## config.mk

```make
export PLATFORM = sky130hd
export DESIGN_NAME = link_keepalive_backoff_supervisor_core
export DESIGN_NICKNAME = d
export VERILOG_FILES = /design/src/hw/rtl/llbs_pkg.sv /design/src/hw/rtl/link_keepalive_backoff_supervisor_core.sv /design/src/hw/rtl/llbs_csr.sv /design/src/hw/rtl/llbs_engine.sv
export VERILOG_INCLUDE_DIRS = /design/src /design/src/hw/rtl
export SDC_FILE = /design/constraint.sdc
export NUM_CORES = 2
export LEC_CHECK = 0
export BUFFER_PORTS_ARGS = -buffer_cell sky130_fd_sc_hd__buf_2
export CAP_MARGIN = 20
export CORE_UTILIZATION = 30
export CTS_CLUSTER_SIZE = 12
export DETAILED_ROUTE_END_ITERATION = 10
export PLACE_DENSITY_LB_ADDON = 0.1
export SKIP_CTS_REPAIR_TIMING = 1
export SYNTH_ARGS = -nofsm -noshare
export SYNTH_HDL_FRONTEND = slang
export SYNTH_HIERARCHICAL = 1
export SYNTH_SLANG_ARGS = --single-unit
```

## constraint.sdc

```tcl
create_clock -name clock -period 9.5 [get_ports clock]
set_input_delay 1.9 -clock clock [delete_from_list [all_inputs] [get_ports clock]]
set_output_delay 1.9 -clock clock [all_outputs]
set_load 0.05 [all_outputs]
```

## src/hw/rtl/link_keepalive_backoff_supervisor_core_defines.svh

```systemverilog
// assertion helpers used by the supervisor engine rtl
`ifndef LINK_KEEPALIVE_BACKOFF_SUPERVISOR_CORE_DEFINES_SVH
`define LINK_KEEPALIVE_BACKOFF_SUPERVISOR_CORE_DEFINES_SVH

// same-cycle implication
`define LLBS_ASSERT_SAME(label, clk, rst, ante, cons, msg) \
   label: assert property (@(posedge clk) disable iff (rst) (ante) |-> (cons)) else $error(msg);

// next-cycle implication
`define LLBS_ASSERT_NEXT(label, clk, rst, ante, cons, msg) \
   label: assert property (@(posedge clk) disable iff (rst) (ante) |=> (cons)) else $error(msg);

`endif

```

## src/hw/rtl/llbs_pkg.sv

```systemverilog
package llbs_pkg;

   localparam int TIME_W = 32;
   localparam int MS_W   = 20;
   localparam int RND_W  = 11;
   localparam int CSR_ADDR_W = 8;
   localparam int CSR_DATA_W = 32;

   // request kinds
   localparam logic [2:0] REQ_TICK   = 3'd0;
   localparam logic [2:0] REQ_OPENED = 3'd1;
   localparam logic [2:0] REQ_MSG    = 3'd2;
   localparam logic [2:0] REQ_PONG   = 3'd3;
   localparam logic [2:0] REQ_LOST   = 3'd4;
   localparam logic [2:0] REQ_PAUSE  = 3'd5;
   localparam logic [2:0] REQ_RESUME = 3'd6;

   // reported phase
   localparam logic [1:0] PHASE_IDLE      = 2'd0;
   localparam logic [1:0] PHASE_HANDSHAKE = 2'd1;
   localparam logic [1:0] PHASE_ACTIVE    = 2'd2;
   localparam logic [1:0] PHASE_PAUSED    = 2'd3;

   // register indexes
   localparam logic [CSR_ADDR_W-1:0] CSR_PING_INTERVAL = 8'd0;
   localparam logic [CSR_ADDR_W-1:0] CSR_MSG_TIMEOUT   = 8'd1;
   localparam logic [CSR_ADDR_W-1:0] CSR_HS_TIMEOUT    = 8'd2;
   localparam logic [CSR_ADDR_W-1:0] CSR_BACKOFF_BASE  = 8'd3;
   localparam logic [CSR_ADDR_W-1:0] CSR_BACKOFF_MAX   = 8'd4;
   localparam logic [CSR_ADDR_W-1:0] CSR_INIT_DELAY    = 8'd5;
   localparam logic [CSR_ADDR_W-1:0] CSR_RESUME_DELAY  = 8'd6;

   // register reset values
   localparam logic [MS_W-1:0] RST_PING_INTERVAL = 20'd15000;
   localparam logic [MS_W-1:0] RST_MSG_TIMEOUT   = 20'd30000;
   localparam logic [MS_W-1:0] RST_HS_TIMEOUT    = 20'd15000;
   localparam logic [MS_W-1:0] RST_BACKOFF_BASE  = 20'd5000;
   localparam logic [MS_W-1:0] RST_BACKOFF_MAX   = 20'd60000;
   localparam logic [MS_W-1:0] RST_INIT_DELAY    = 20'd2000;
   localparam logic [MS_W-1:0] RST_RESUME_DELAY  = 20'd1000;

   localparam logic [RND_W-1:0] JITTER_MOD  = 11'd1000;
   localparam logic [RND_W-1:0] JITTER_MOD2 = 11'd2000;

   localparam int REQ_DATA_W = 48;
   localparam int RSP_DATA_W = 64;

   typedef struct packed {
      logic [MS_W-1:0] ping_interval;
      logic [MS_W-1:0] msg_timeout;
      logic [MS_W-1:0] hs_timeout;
      logic [MS_W-1:0] backoff_base;
      logic [MS_W-1:0] backoff_max;
      logic [MS_W-1:0] init_delay;
      logic [MS_W-1:0] resume_delay;
   } cfg_type;

   typedef struct packed {
      logic [2:0]        req_type;
      logic [TIME_W-1:0] now_ms;
      logic              link_up;
      logic              server_reachable;
      logic [RND_W-1:0]  random_bits;
   } item_type;

   typedef struct packed {
      logic              send_ping;
      logic              close_link;
      logic              open_link;
      logic              probe_failed;
      logic [1:0]        phase;
      logic [MS_W-1:0]   backoff_now_ms;
      logic [TIME_W-1:0] next_attempt_ms;
   } result_type;

endpackage

```

## src/hw/rtl/link_keepalive_backoff_supervisor_core.sv

```systemverilog
// link keepalive and reconnect backoff supervisor
// a request beat passes through the input register and then the result register
// rsp_tvalid rises when the beat is written from the input register into the result register
// throughput: one beat per cycle while the result side keeps taking beats
// reset is synchronous and active high: registers go to their defaults; the input and result data are not reset
module link_keepalive_backoff_supervisor_core (
   input  logic                                clock,
   input  logic                                reset,
   input  logic                                req_tvalid,
   output logic                                req_tready,
   // now_ms[31:0], link_up[32], server_reachable[33], random_bits[44:34], zero fill
   input  logic [llbs_pkg::REQ_DATA_W-1:0]     req_tdata,
   // req_type[2:0]
   input  logic [2:0]                          req_tuser,
   output logic                                rsp_tvalid,
   input  logic                                rsp_tready,
   // send_ping[0], close_link[1], open_link[2], probe_failed[3], phase[5:4],
   // backoff_now_ms[25:6], next_attempt_ms[57:26], zero fill
   output logic [llbs_pkg::RSP_DATA_W-1:0]     rsp_tdata,
   input  logic                                csr_valid,
   output logic                                csr_ready,
   input  logic [llbs_pkg::CSR_ADDR_W-1:0]     csr_addr,
   input  logic [llbs_pkg::CSR_DATA_W-1:0]     csr_wdata
);
   import llbs_pkg::*;

   logic       in_valid_ff;
   item_type   in_item_ff;
   logic       out_valid_ff;
   result_type out_res_ff;
   logic       out_free;
   logic       fire;
   cfg_type    cfg;
   result_type res;
   item_type   req_item;

   assign req_item.req_type         = req_tuser;
   assign req_item.now_ms           = req_tdata[31:0];
   assign req_item.link_up          = req_tdata[32];
   assign req_item.server_reachable = req_tdata[33];
   assign req_item.random_bits      = req_tdata[44:34];

   // result slot frees when empty or being taken this cycle
   assign out_free   = !out_valid_ff || rsp_tready;
   assign fire       = in_valid_ff && out_free;
   assign req_tready = !in_valid_ff || out_free;
   assign csr_ready  = 1'b1;

   llbs_csr u_csr (
      .clock     (clock),
      .reset     (reset),
      .csr_valid (csr_valid),
      .csr_addr  (csr_addr),
      .csr_wdata (csr_wdata),
      .cfg       (cfg)
   );

   llbs_engine u_engine (
      .clock  (clock),
      .reset  (reset),
      .fire   (fire),
      .cfg    (cfg),
      .item   (in_item_ff),
      .result (res)
   );

   always_ff @(posedge clock) begin
      if (reset) begin
         in_valid_ff  <= 1'b0;
         out_valid_ff <= 1'b0;
      end else begin
         if (req_tready) begin
            in_valid_ff <= req_tvalid;
         end
         if (out_free) begin
            out_valid_ff <= in_valid_ff;
         end
      end
   end

   always_ff @(posedge clock) begin
      if (req_tvalid && req_tready) begin
         in_item_ff <= req_item;
      end
      if (fire) begin
         out_res_ff <= res;
      end
   end

   assign rsp_tvalid = out_valid_ff;
   assign rsp_tdata  = {6'd0,
                        out_res_ff.next_attempt_ms,
                        out_res_ff.backoff_now_ms,
                        out_res_ff.phase,
                        out_res_ff.probe_failed,
                        out_res_ff.open_link,
                        out_res_ff.close_link,
                        out_res_ff.send_ping};

endmodule

```

## src/hw/rtl/llbs_csr.sv

```systemverilog
module llbs_csr (
   input  logic                            clock,
   input  logic                            reset,
   input  logic                            csr_valid,
   input  logic [llbs_pkg::CSR_ADDR_W-1:0] csr_addr,
   input  logic [llbs_pkg::CSR_DATA_W-1:0] csr_wdata,
   output llbs_pkg::cfg_type               cfg
);
   import llbs_pkg::*;

   cfg_type cfg_ff;
   cfg_type cfg_in;

   always_comb begin
      cfg_in = cfg_ff;
      if (csr_valid) begin
         unique case (csr_addr)
            CSR_PING_INTERVAL: cfg_in.ping_interval = csr_wdata[MS_W-1:0];
            CSR_MSG_TIMEOUT:   cfg_in.msg_timeout   = csr_wdata[MS_W-1:0];
            CSR_HS_TIMEOUT:    cfg_in.hs_timeout    = csr_wdata[MS_W-1:0];
            CSR_BACKOFF_BASE:  cfg_in.backoff_base  = csr_wdata[MS_W-1:0];
            CSR_BACKOFF_MAX:   cfg_in.backoff_max   = csr_wdata[MS_W-1:0];
            CSR_INIT_DELAY:    cfg_in.init_delay    = csr_wdata[MS_W-1:0];
            CSR_RESUME_DELAY:  cfg_in.resume_delay  = csr_wdata[MS_W-1:0];
            default:           cfg_in = cfg_ff;
         endcase
      end
   end

   always_ff @(posedge clock) begin
      if (reset) begin
         cfg_ff.ping_interval <= RST_PING_INTERVAL;
         cfg_ff.msg_timeout   <= RST_MSG_TIMEOUT;
         cfg_ff.hs_timeout    <= RST_HS_TIMEOUT;
         cfg_ff.backoff_base  <= RST_BACKOFF_BASE;
         cfg_ff.backoff_max   <= RST_BACKOFF_MAX;
         cfg_ff.init_delay    <= RST_INIT_DELAY;
         cfg_ff.resume_delay  <= RST_RESUME_DELAY;
      end else begin
         cfg_ff <= cfg_in;
      end
   end

   assign cfg = cfg_ff;

endmodule

```

## src/hw/rtl/llbs_engine.sv

```systemverilog
`include "link_keepalive_backoff_supervisor_core_defines.svh"

module llbs_engine (
   input  logic                  clock,
   input  logic                  reset,
   input  logic                  fire,
   input  llbs_pkg::cfg_type     cfg,
   input  llbs_pkg::item_type    item,
   output llbs_pkg::result_type  result
);
   import llbs_pkg::*;

   logic              started_ff, started_in;
   logic              paused_ff, paused_in;
   logic              resume_wanted_ff, resume_wanted_in;
   logic              link_begun_ff, link_begun_in;
   logic [TIME_W-1:0] last_msg_ff, last_msg_in;
   logic [TIME_W-1:0] last_ping_ff, last_ping_in;
   logic [TIME_W-1:0] begin_time_ff, begin_time_in;
   logic [TIME_W-1:0] next_attempt_ff, next_attempt_in;
   logic [MS_W-1:0]   backoff_ff, backoff_in;

   logic [TIME_W-1:0] now;
   logic [TIME_W-1:0] sched;
   logic [TIME_W-1:0] sched_idle;
   logic [TIME_W-1:0] resched_time;
   logic [RND_W-1:0]  jitter;
   logic [MS_W:0]     doubled;
   logic [MS_W-1:0]   capped;
   logic              ping_due;
   logic              msg_expired;
   logic              hs_expired;

   assign now = item.now_ms;

   // random_bits mod 1000, the value never reaches 3000
   always_comb begin
      if (item.random_bits >= JITTER_MOD2) begin
         jitter = item.random_bits - JITTER_MOD2;
      end else if (item.random_bits >= JITTER_MOD) begin
         jitter = item.random_bits - JITTER_MOD;
      end else begin
         jitter = item.random_bits;
      end
   end

   assign doubled = {backoff_ff, 1'b0};
   assign capped  = (doubled < {1'b0, cfg.backoff_max}) ? doubled[MS_W-1:0] : cfg.backoff_max;
   assign resched_time = now + {{(TIME_W-MS_W){1'b0}}, backoff_ff}
                             + {{(TIME_W-RND_W){1'b0}}, jitter};

   // the very first beat seeds the schedule from the initial delay
   assign sched = started_ff ? next_attempt_ff
                             : now + {{(TIME_W-MS_W){1'b0}}, cfg.init_delay};
   assign sched_idle = (sched == '0) ? now + {{(TIME_W-MS_W){1'b0}}, backoff_ff} : sched;

   assign ping_due    = (last_ping_ff == '0) ||
                        ((now - last_ping_ff) >= {{(TIME_W-MS_W){1'b0}}, cfg.ping_interval});
   assign msg_expired = (now - last_msg_ff) >= {{(TIME_W-MS_W){1'b0}}, cfg.msg_timeout};
   assign hs_expired  = (now - begin_time_ff) >= {{(TIME_W-MS_W){1'b0}}, cfg.hs_timeout};

   always_comb begin
      started_in       = 1'b1;
      paused_in        = paused_ff;
      resume_wanted_in = resume_wanted_ff;
      link_begun_in    = link_begun_ff;
      last_msg_in      = last_msg_ff;
      last_ping_in     = last_ping_ff;
      begin_time_in    = begin_time_ff;
      next_attempt_in  = sched;
      backoff_in       = backoff_ff;
      result           = '0;

      unique case (item.req_type)
         REQ_TICK: begin
            if (paused_ff) begin
               if (item.link_up || link_begun_ff) begin
                  result.close_link = 1'b1;
                  link_begun_in     = 1'b0;
                  backoff_in        = cfg.backoff_base;
               end
               if (resume_wanted_ff) begin
                  resume_wanted_in = 1'b0;
                  paused_in        = 1'b0;
                  next_attempt_in  = now + {{(TIME_W-MS_W){1'b0}}, cfg.resume_delay};
               end
            end else if (link_begun_ff && item.link_up) begin
               if (ping_due) begin
                  result.send_ping = 1'b1;
                  last_ping_in     = now;
               end
               if (msg_expired) begin
                  result.close_link = 1'b1;
                  link_begun_in     = 1'b0;
                  last_ping_in      = '0;
                  next_attempt_in   = resched_time;
                  backoff_in        = capped;
               end
            end else if (link_begun_ff) begin
               if (hs_expired) begin
                  result.close_link = 1'b1;
                  link_begun_in     = 1'b0;
                  last_ping_in      = '0;
                  next_attempt_in   = resched_time;
                  backoff_in        = capped;
               end
            end else begin
               next_attempt_in = sched_idle;
               if (now >= sched_idle) begin
                  if (!item.server_reachable) begin
                     result.probe_failed = 1'b1;
                  end else begin
                     result.open_link = 1'b1;
                     link_begun_in    = 1'b1;
                     begin_time_in    = now;
                     last_ping_in     = '0;
                  end
                  next_attempt_in = resched_time;
                  backoff_in      = capped;
               end
            end
         end
         REQ_OPENED: begin
            if (link_begun_ff) begin
               last_msg_in  = now;
               last_ping_in = now;
               backoff_in   = cfg.backoff_base;
            end
         end
         REQ_MSG: begin
            if (link_begun_ff) begin
               last_msg_in = now;
            end
         end
         REQ_PONG: begin
            if (link_begun_ff) begin
               last_msg_in  = now;
               last_ping_in = now;
            end
         end
         REQ_LOST: begin
            if (link_begun_ff) begin
               link_begun_in   = 1'b0;
               last_ping_in    = '0;
               backoff_in      = cfg.backoff_base;
               next_attempt_in = now + {{(TIME_W-MS_W){1'b0}}, cfg.backoff_base};
            end
         end
         REQ_PAUSE: begin
            resume_wanted_in = 1'b0;
            paused_in        = 1'b1;
         end
         REQ_RESUME: begin
            resume_wanted_in = 1'b1;
         end
         default: begin
            paused_in = paused_ff;
         end
      endcase

      if (paused_in) begin
         result.phase = PHASE_PAUSED;
      end else if (!link_begun_in) begin
         result.phase = PHASE_IDLE;
      end else if (item.link_up) begin
         result.phase = PHASE_ACTIVE;
      end else begin
         result.phase = PHASE_HANDSHAKE;
      end
      result.backoff_now_ms  = backoff_in;
      result.next_attempt_ms = next_attempt_in;
   end

   always_ff @(posedge clock) begin
      if (reset) begin
         started_ff       <= 1'b0;
         paused_ff        <= 1'b0;
         resume_wanted_ff <= 1'b0;
         link_begun_ff    <= 1'b0;
         last_msg_ff      <= '0;
         last_ping_ff     <= '0;
         begin_time_ff    <= '0;
         next_attempt_ff  <= '0;
         backoff_ff       <= RST_BACKOFF_BASE;
      end else if (fire) begin
         started_ff       <= started_in;
         paused_ff        <= paused_in;
         resume_wanted_ff <= resume_wanted_in;
         link_begun_ff    <= link_begun_in;
         last_msg_ff      <= last_msg_in;
         last_ping_ff     <= last_ping_in;
         begin_time_ff    <= begin_time_in;
         next_attempt_ff  <= next_attempt_in;
         backoff_ff       <= backoff_in;
      end
   end

   `LLBS_ASSERT_NEXT(a_started_after_beat, clock, reset, fire, started_ff, "beat left block unstarted")
   `LLBS_ASSERT_SAME(a_actions_exclusive, clock, reset, fire, $onehot0({result.close_link, result.open_link, result.probe_failed}), "conflicting link actions")
   `LLBS_ASSERT_NEXT(a_open_begins_link, clock, reset, fire && result.open_link, link_begun_ff && (begin_time_ff == $past(now)), "open did not begin link")
   `LLBS_ASSERT_NEXT(a_pause_holds, clock, reset, fire && (item.req_type == REQ_PAUSE), paused_ff && !resume_wanted_ff, "pause request not taken")

endmodule
```

==> flow_summary.html <==
<table>
<tr><th>Metric</th><th>Value</th></tr>
<tr><th colspan="2">Synthesis</th></tr>
<tr><td>Number of warnings printed during yosys synthesis</td><td>6</td></tr>
<tr><td>Number of flops mapped to enable cells by yosys</td><td>106</td></tr>
<tr><td>Top post-synthesis cells by area</td><td>dfxtp_1 18%, ha_1 11%, edfxtp_1 9.5%</td></tr>
<tr><td>Yosys top cell by area</td><td>dfxtp_1</td></tr>
<tr><td>Share of the yosys chip area belonging to registers</td><td>27.0%</td></tr>
<tr><td>Post-synthesis register bit count</td><td>400</td></tr>
<tr><td>Most numerous cell in the Yosys netlist</td><td>nand2_1</td></tr>
<tr><td>Number of distinct standard cells referenced by the synthesized netlist</td><td>about 110</td></tr>
<tr><td>Number of cells produced by synthesis</td><td>4131</td></tr>
<tr><td>Area share of the largest cell type after synthesis</td><td>17.5%</td></tr>
<tr><td>Share of synthesized flip-flops with an asynchronous set or reset</td><td>0%</td></tr>
<tr><td>List of most frequent post-synthesis cells</td><td>377 x nand2_1, 347 x a21oi_1, 300 x ha_1, 299 x nor2_1, 294 x dfxtp_1</td></tr>
<tr><td>Cell Area, Synth</td><td>33600 um2</td></tr>
<tr><td>Dominant register cell in the synthesized netlist</td><td>dfxtp_1</td></tr>
<tr><td>Syn avg cell area</td><td>between 8 and 9 um2</td></tr>
<tr><th colspan="2">Clock tree</th></tr>
<tr><td>Largest buffer count on any clock path</td><td>3</td></tr>
<tr><td>Clock transition at the register clock pins on the worst setup and hold paths after CTS</td><td>about 60 ps</td></tr>
<tr><td>H-tree depth</td><td>2</td></tr>
<tr><td>Clk sink count</td><td>400</td></tr>
<tr><td>Clock tree from TritonCTS</td><td>done</td></tr>
<tr><td>Insertion delay of the later-clocked pin in the worst-skew pair</td><td>between 600 and 700 ps</td></tr>
<tr><td>Buffer cell driving the clock tree root</td><td>clkbuf_16</td></tr>
<tr><td>CTS Buf Count</td><td>54</td></tr>
<tr><th colspan="2">Setup path</th></tr>
<tr><td>Reg2Reg Depth</td><td>25</td></tr>
<tr><td>Start-to-end type of the worst setup path</td><td>flip-flop to flip-flop</td></tr>
<tr><td>Critical path data required time</td><td>a little under 10000 ps</td></tr>
<tr><td>CP endpoint kind</td><td>flip-flop</td></tr>
<tr><td>CP Launch Type</td><td>flip-flop</td></tr>
<tr><td>Data arrival time of the critical path</td><td>approximately 8600 ps</td></tr>
<tr><td>Worst setup path startpoint</td><td>in_item_ff[19]$_DFFE_PP_</td></tr>
<tr><td>Launch instance of the worst register-to-register path</td><td>in_item_ff[19]$_DFFE_PP_</td></tr>
<tr><td>Maximum fanout count along the critical path</td><td>14</td></tr>
<tr><th colspan="2">Worst hold path</th></tr>
<tr><td>Worst hold start</td><td>u_engine/begin_time_ff[27]$_SDFFE_PP0P_</td></tr>
<tr><td>Count of cells along the worst hold path</td><td>2</td></tr>
<tr><td>Class of the worst hold path</td><td>flip-flop to flip-flop</td></tr>
<tr><th colspan="2">Global route</th></tr>
<tr><td>Initial antenna violation count</td><td>5</td></tr>
<tr><td>Number of global-route vias before repair</td><td>30700</td></tr>
<tr><td>Busiest grt layer</td><td>met2</td></tr>
<tr><td>Global-route wire length before repair</td><td>216000 um</td></tr>
<tr><td>Maximum number of pins on one net before global-route repair</td><td>about 110</td></tr>
<tr><td>Met2 GRT Util</td><td>43.5%</td></tr>
<tr><td>Leftover overflow at the end of global routing</td><td>0</td></tr>
<tr><td>GR met3 Demand/Resource</td><td>about 2.9%</td></tr>
<tr><td>Met1 track demand over resource in global routing</td><td>between 30% and 40%</td></tr>
<tr><td>All-Layer GR Usage</td><td>about a quarter</td></tr>
<tr><th colspan="2">Drt</th></tr>
<tr><td>Routed length per instance</td><td>25.9 um</td></tr>
<tr><td>DRC violation total after the first TritonRoute iteration</td><td>2588</td></tr>
<tr><td>Via count</td><td>between 30000 and 40000</td></tr>
<tr><td>First-pass DRT Iterations</td><td>6</td></tr>
<tr><td>Total detailed-routing wirelength</td><td>150000 um</td></tr>
<tr><td>Final routed DRC violation total</td><td>0</td></tr>
<tr><td>Residual antenna-violating net count after detailed routing</td><td>0</td></tr>
<tr><td>Post-DR vias/cell</td><td>~5.5</td></tr>
<tr><th colspan="2">Final layout</th></tr>
<tr><td>Layout cells sized above 1</td><td>11.0%</td></tr>
<tr><td>Post-route cell area</td><td>38200 um2</td></tr>
<tr><td>Total area of sequential cells</td><td>9070 um2</td></tr>
<tr><td>Total number of nets in the final design</td><td>4650</td></tr>
<tr><td># fillers</td><td>11800</td></tr>
<tr><td>P&amp;R area growth vs syn</td><td>13.5%</td></tr>
<tr><td>Finished Core Util</td><td>around 34%</td></tr>
<tr><td>Multi-input gate area</td><td>22800 um2</td></tr>
<tr><th colspan="2">Placement</th></tr>
<tr><td>Post-Place Cell Area</td><td>36300 um2</td></tr>
<tr><td>HPWL after detailed placement</td><td>around 120000 um</td></tr>
<tr><td>Number of buffers added on ports</td><td>140</td></tr>
<tr><td>Final RePlAce weighted congestion</td><td>roughly 0.95</td></tr>
<tr><th colspan="2">Power and ir drop</th></tr>
<tr><td>Internal Dissipation</td><td>3.63 mW</td></tr>
<tr><td>Static leakage</td><td>15.4 nW</td></tr>
<tr><td>Sw Pwr</td><td>1.98 mW</td></tr>
<tr><td>Net switching share of the total power</td><td>35.4%</td></tr>
<tr><td>Combinational cell fraction of total power</td><td>between 20% and 30%</td></tr>
<tr><td>Sequential cell fraction of total power</td><td>33.2%</td></tr>
<tr><td>Power density relative to cell area</td><td>around 150 nW/um2</td></tr>
<tr><td>IR Drop Worst-Case VDD</td><td>0.000139 V</td></tr>
<tr><td>Share of power burned in the clock network</td><td>39.1%</td></tr>
<tr><th colspan="2">Floorplan</th></tr>
<tr><td>Row cnt</td><td>approximately 120</td></tr>
<tr><td>Floorplan die width</td><td>roughly 340 um</td></tr>
<tr><td>Height of the die</td><td>about 340 um</td></tr>
<tr><td>Floorplan core area</td><td>between 100000 and 150000 um2</td></tr>
<tr><td>Die area</td><td>113000 um2</td></tr>
<tr><td>Effective utilization at floorplan</td><td>30.3%</td></tr>
<tr><td>Ports placed on the boundary</td><td>163</td></tr>
<tr><th colspan="2">STA</th></tr>
<tr><td>Endpoints failing setup</td><td>0</td></tr>
<tr><td>Setup repair after global routing missed its margin</td><td>no</td></tr>
<tr><td>Min Clock Period, post-route</td><td>8220 ps</td></tr>
<tr><td>Worst setup skew after layout</td><td>32.5 ps</td></tr>
<tr><td>Final period util</td><td>86.6%</td></tr>
<tr><td>Pins over their slew limit</td><td>0</td></tr>
<tr><td>Final Hold Viols</td><td>0</td></tr>
<tr><td>Fmax</td><td>0.122 GHz</td></tr>
<tr><td>Max-slew headroom</td><td>15.3%</td></tr>
<tr><td>Post-Route Setup TNS</td><td>0 ps</td></tr>
<tr><td>Transition time of the tightest slew-check pin</td><td>1260 ps</td></tr>
<tr><th colspan="2">Outcome</th></tr>
<tr><td>Result of the run</td><td>completed</td></tr>
<tr><th colspan="2">Flow run</th></tr>
<tr><td>Max Cap Viol</td><td>0</td></tr>
</table>
-- cell families (layout without fill, tap and decap cells) --
logic type,after synthesis,in the layout,share of synthesized area (%)
simple gates,1305,1305,19.4
other cells,2,8,0.0223
compound gates,1267,1267,25.3
xor+xnor,178,178,4.64
flops,400,400,27.0
mux,214,214,6.48
buf+inv,457,613,5.54
fa+ha+maj,308,308,11.6
-- sequential cells by signal (all words and copies together) (netlist names) --
name,flops
u_engine/resume_wanted_ff,1
u_engine/paused_ff,1
u_engine/last_ping_ff,32
u_engine/link_begun_ff,1
u_engine/started_ff,1
u_engine/backoff_ff,20
in_valid_ff,1
rsp_tvalid,1
u_engine/next_attempt_ff,32
rsp_tdata,58
u_engine/begin_time_ff,32
u_engine/last_msg_ff,32
in_item_ff,48
u_csr/cfg,140
-- worst max-delay path, cell delays in order (launching register included) --
cell,delay [ps]
edfxtp_1,540
ha_1,470
a21o_1,210
nand3_1,90
a311oi_1,610
o211ai_1,350
a211oi_1,520
xor2_1,240
a21oi_2,180
buf_4,200
nand3_1,370
nor3_2,660
a21oi_1,230
ha_1,360
a211o_1,290
a31oi_1,160
o21ai_0,120
a221oi_1,500
o21a_1,240
clkinv_1,270
nor2_1,260
buf_4,180
nor3_2,40
buf_4,230
a222oi_1,490
inv_1,90
-- cell type report --
class | instances | area share (%)
diodes | 1 | 0.00656
clock buffers | 70 | 3.86
clock inverters | 32 | 1.07
inverters | 250 | 2.46
multi-input cells | 3279 | 59.7
flip-flops and latches | 400 | 23.8
well taps | 1488 | 4.88
repair buffers | 261 | 4.28
-- through the flow --
stage          total power, mW  hold WS, ps  std cells  setup slack [ps]
2_1_floorplan             2.88          436       4136              2830
3_3_place_gp              3.43          443       5678              1600
3_5_place_dp              3.43          446       5678              1550
4_1_cts                   5.66          455       5780              1500
5_1_grt                   5.86          467       5780              1060
6_report                  5.61          453       5781              1280
-- layer usage --
layer / routed length [um] / part of all wire (%)
met1: 67600 / 45
met2: 69600 / 46
met3: 7400 / 4.9
met4: 5290 / 3.5
met5: 32 / 0.021
-- power by group through the flow --
stage                     combinational (mW)  clock, mW  sequential (mW)
final                                   1.55       2.19             1.86
after global routing                    1.68       2.32             1.87
after CTS                               1.53       2.26             1.86
after detailed placement                1.53          0             1.90
after global placement                  1.53          0             1.90
after floorplan                        0.947          0             1.93
-- cell usage in the layout (no fill, tap or decap), types with 18 or more instances in the layout --
| master | Yosys | layout |
|---|---|---|
| nand2b_1 | 148 | 148 |
| xor2_1 | 66 | 66 |
| a211oi_1 | 82 | 82 |
| nor4_1 | 35 | 32 |
| o22ai_1 | 21 | 21 |
| or2_2 | 19 | 19 |
| a22oi_1 | 20 | 20 |
| a211o_1 | 18 | 18 |
| nor3_1 | 90 | 86 |
| and3_1 | 46 | 46 |
| nand2_1 | 377 | 376 |
| ha_1 | 300 | 300 |
| mux2i_1 | 184 | 184 |
| inv_1 | 248 | 248 |
| o211ai_1 | 51 | 51 |
| xnor2_1 | 112 | 112 |
| dfxtp_1 | 294 | 292 |
| buf_4 | 16 | 120 |
| a21o_1 | 124 | 124 |
| buf_2 | 32 | 139 |
| nor2b_1 | 38 | 38 |
| mux2_2 | 30 | 30 |
| a21oi_1 | 347 | 347 |
| o31ai_1 | 26 | 25 |
| a221oi_1 | 20 | 20 |
| a22o_1 | 37 | 37 |
| o21ai_0 | 204 | 204 |
| and2_1 | 25 | 25 |
| nand3_1 | 78 | 78 |
| nand4_1 | 58 | 58 |
| nor2_1 | 299 | 298 |
| o21a_1 | 53 | 53 |
| or3_1 | 23 | 23 |
| a31oi_1 | 38 | 37 |
| edfxtp_1 | 106 | 106 |
| clkbuf_16 | 0 | 54 |
-- path summary, 6_finish.rpt --
path,end,slack [ps]
worst max-delay path,rsp_tdata[10]$_DFFE_PP_,1280
worst min-delay path,u_engine/begin_time_ff[27]$_SDFFE_PP0P_,450
worst max register to register,rsp_tdata[10]$_DFFE_PP_,1280
worst min register to register,u_engine/begin_time_ff[27]$_SDFFE_PP0P_,450
Power figures use the tool's default switching activity.
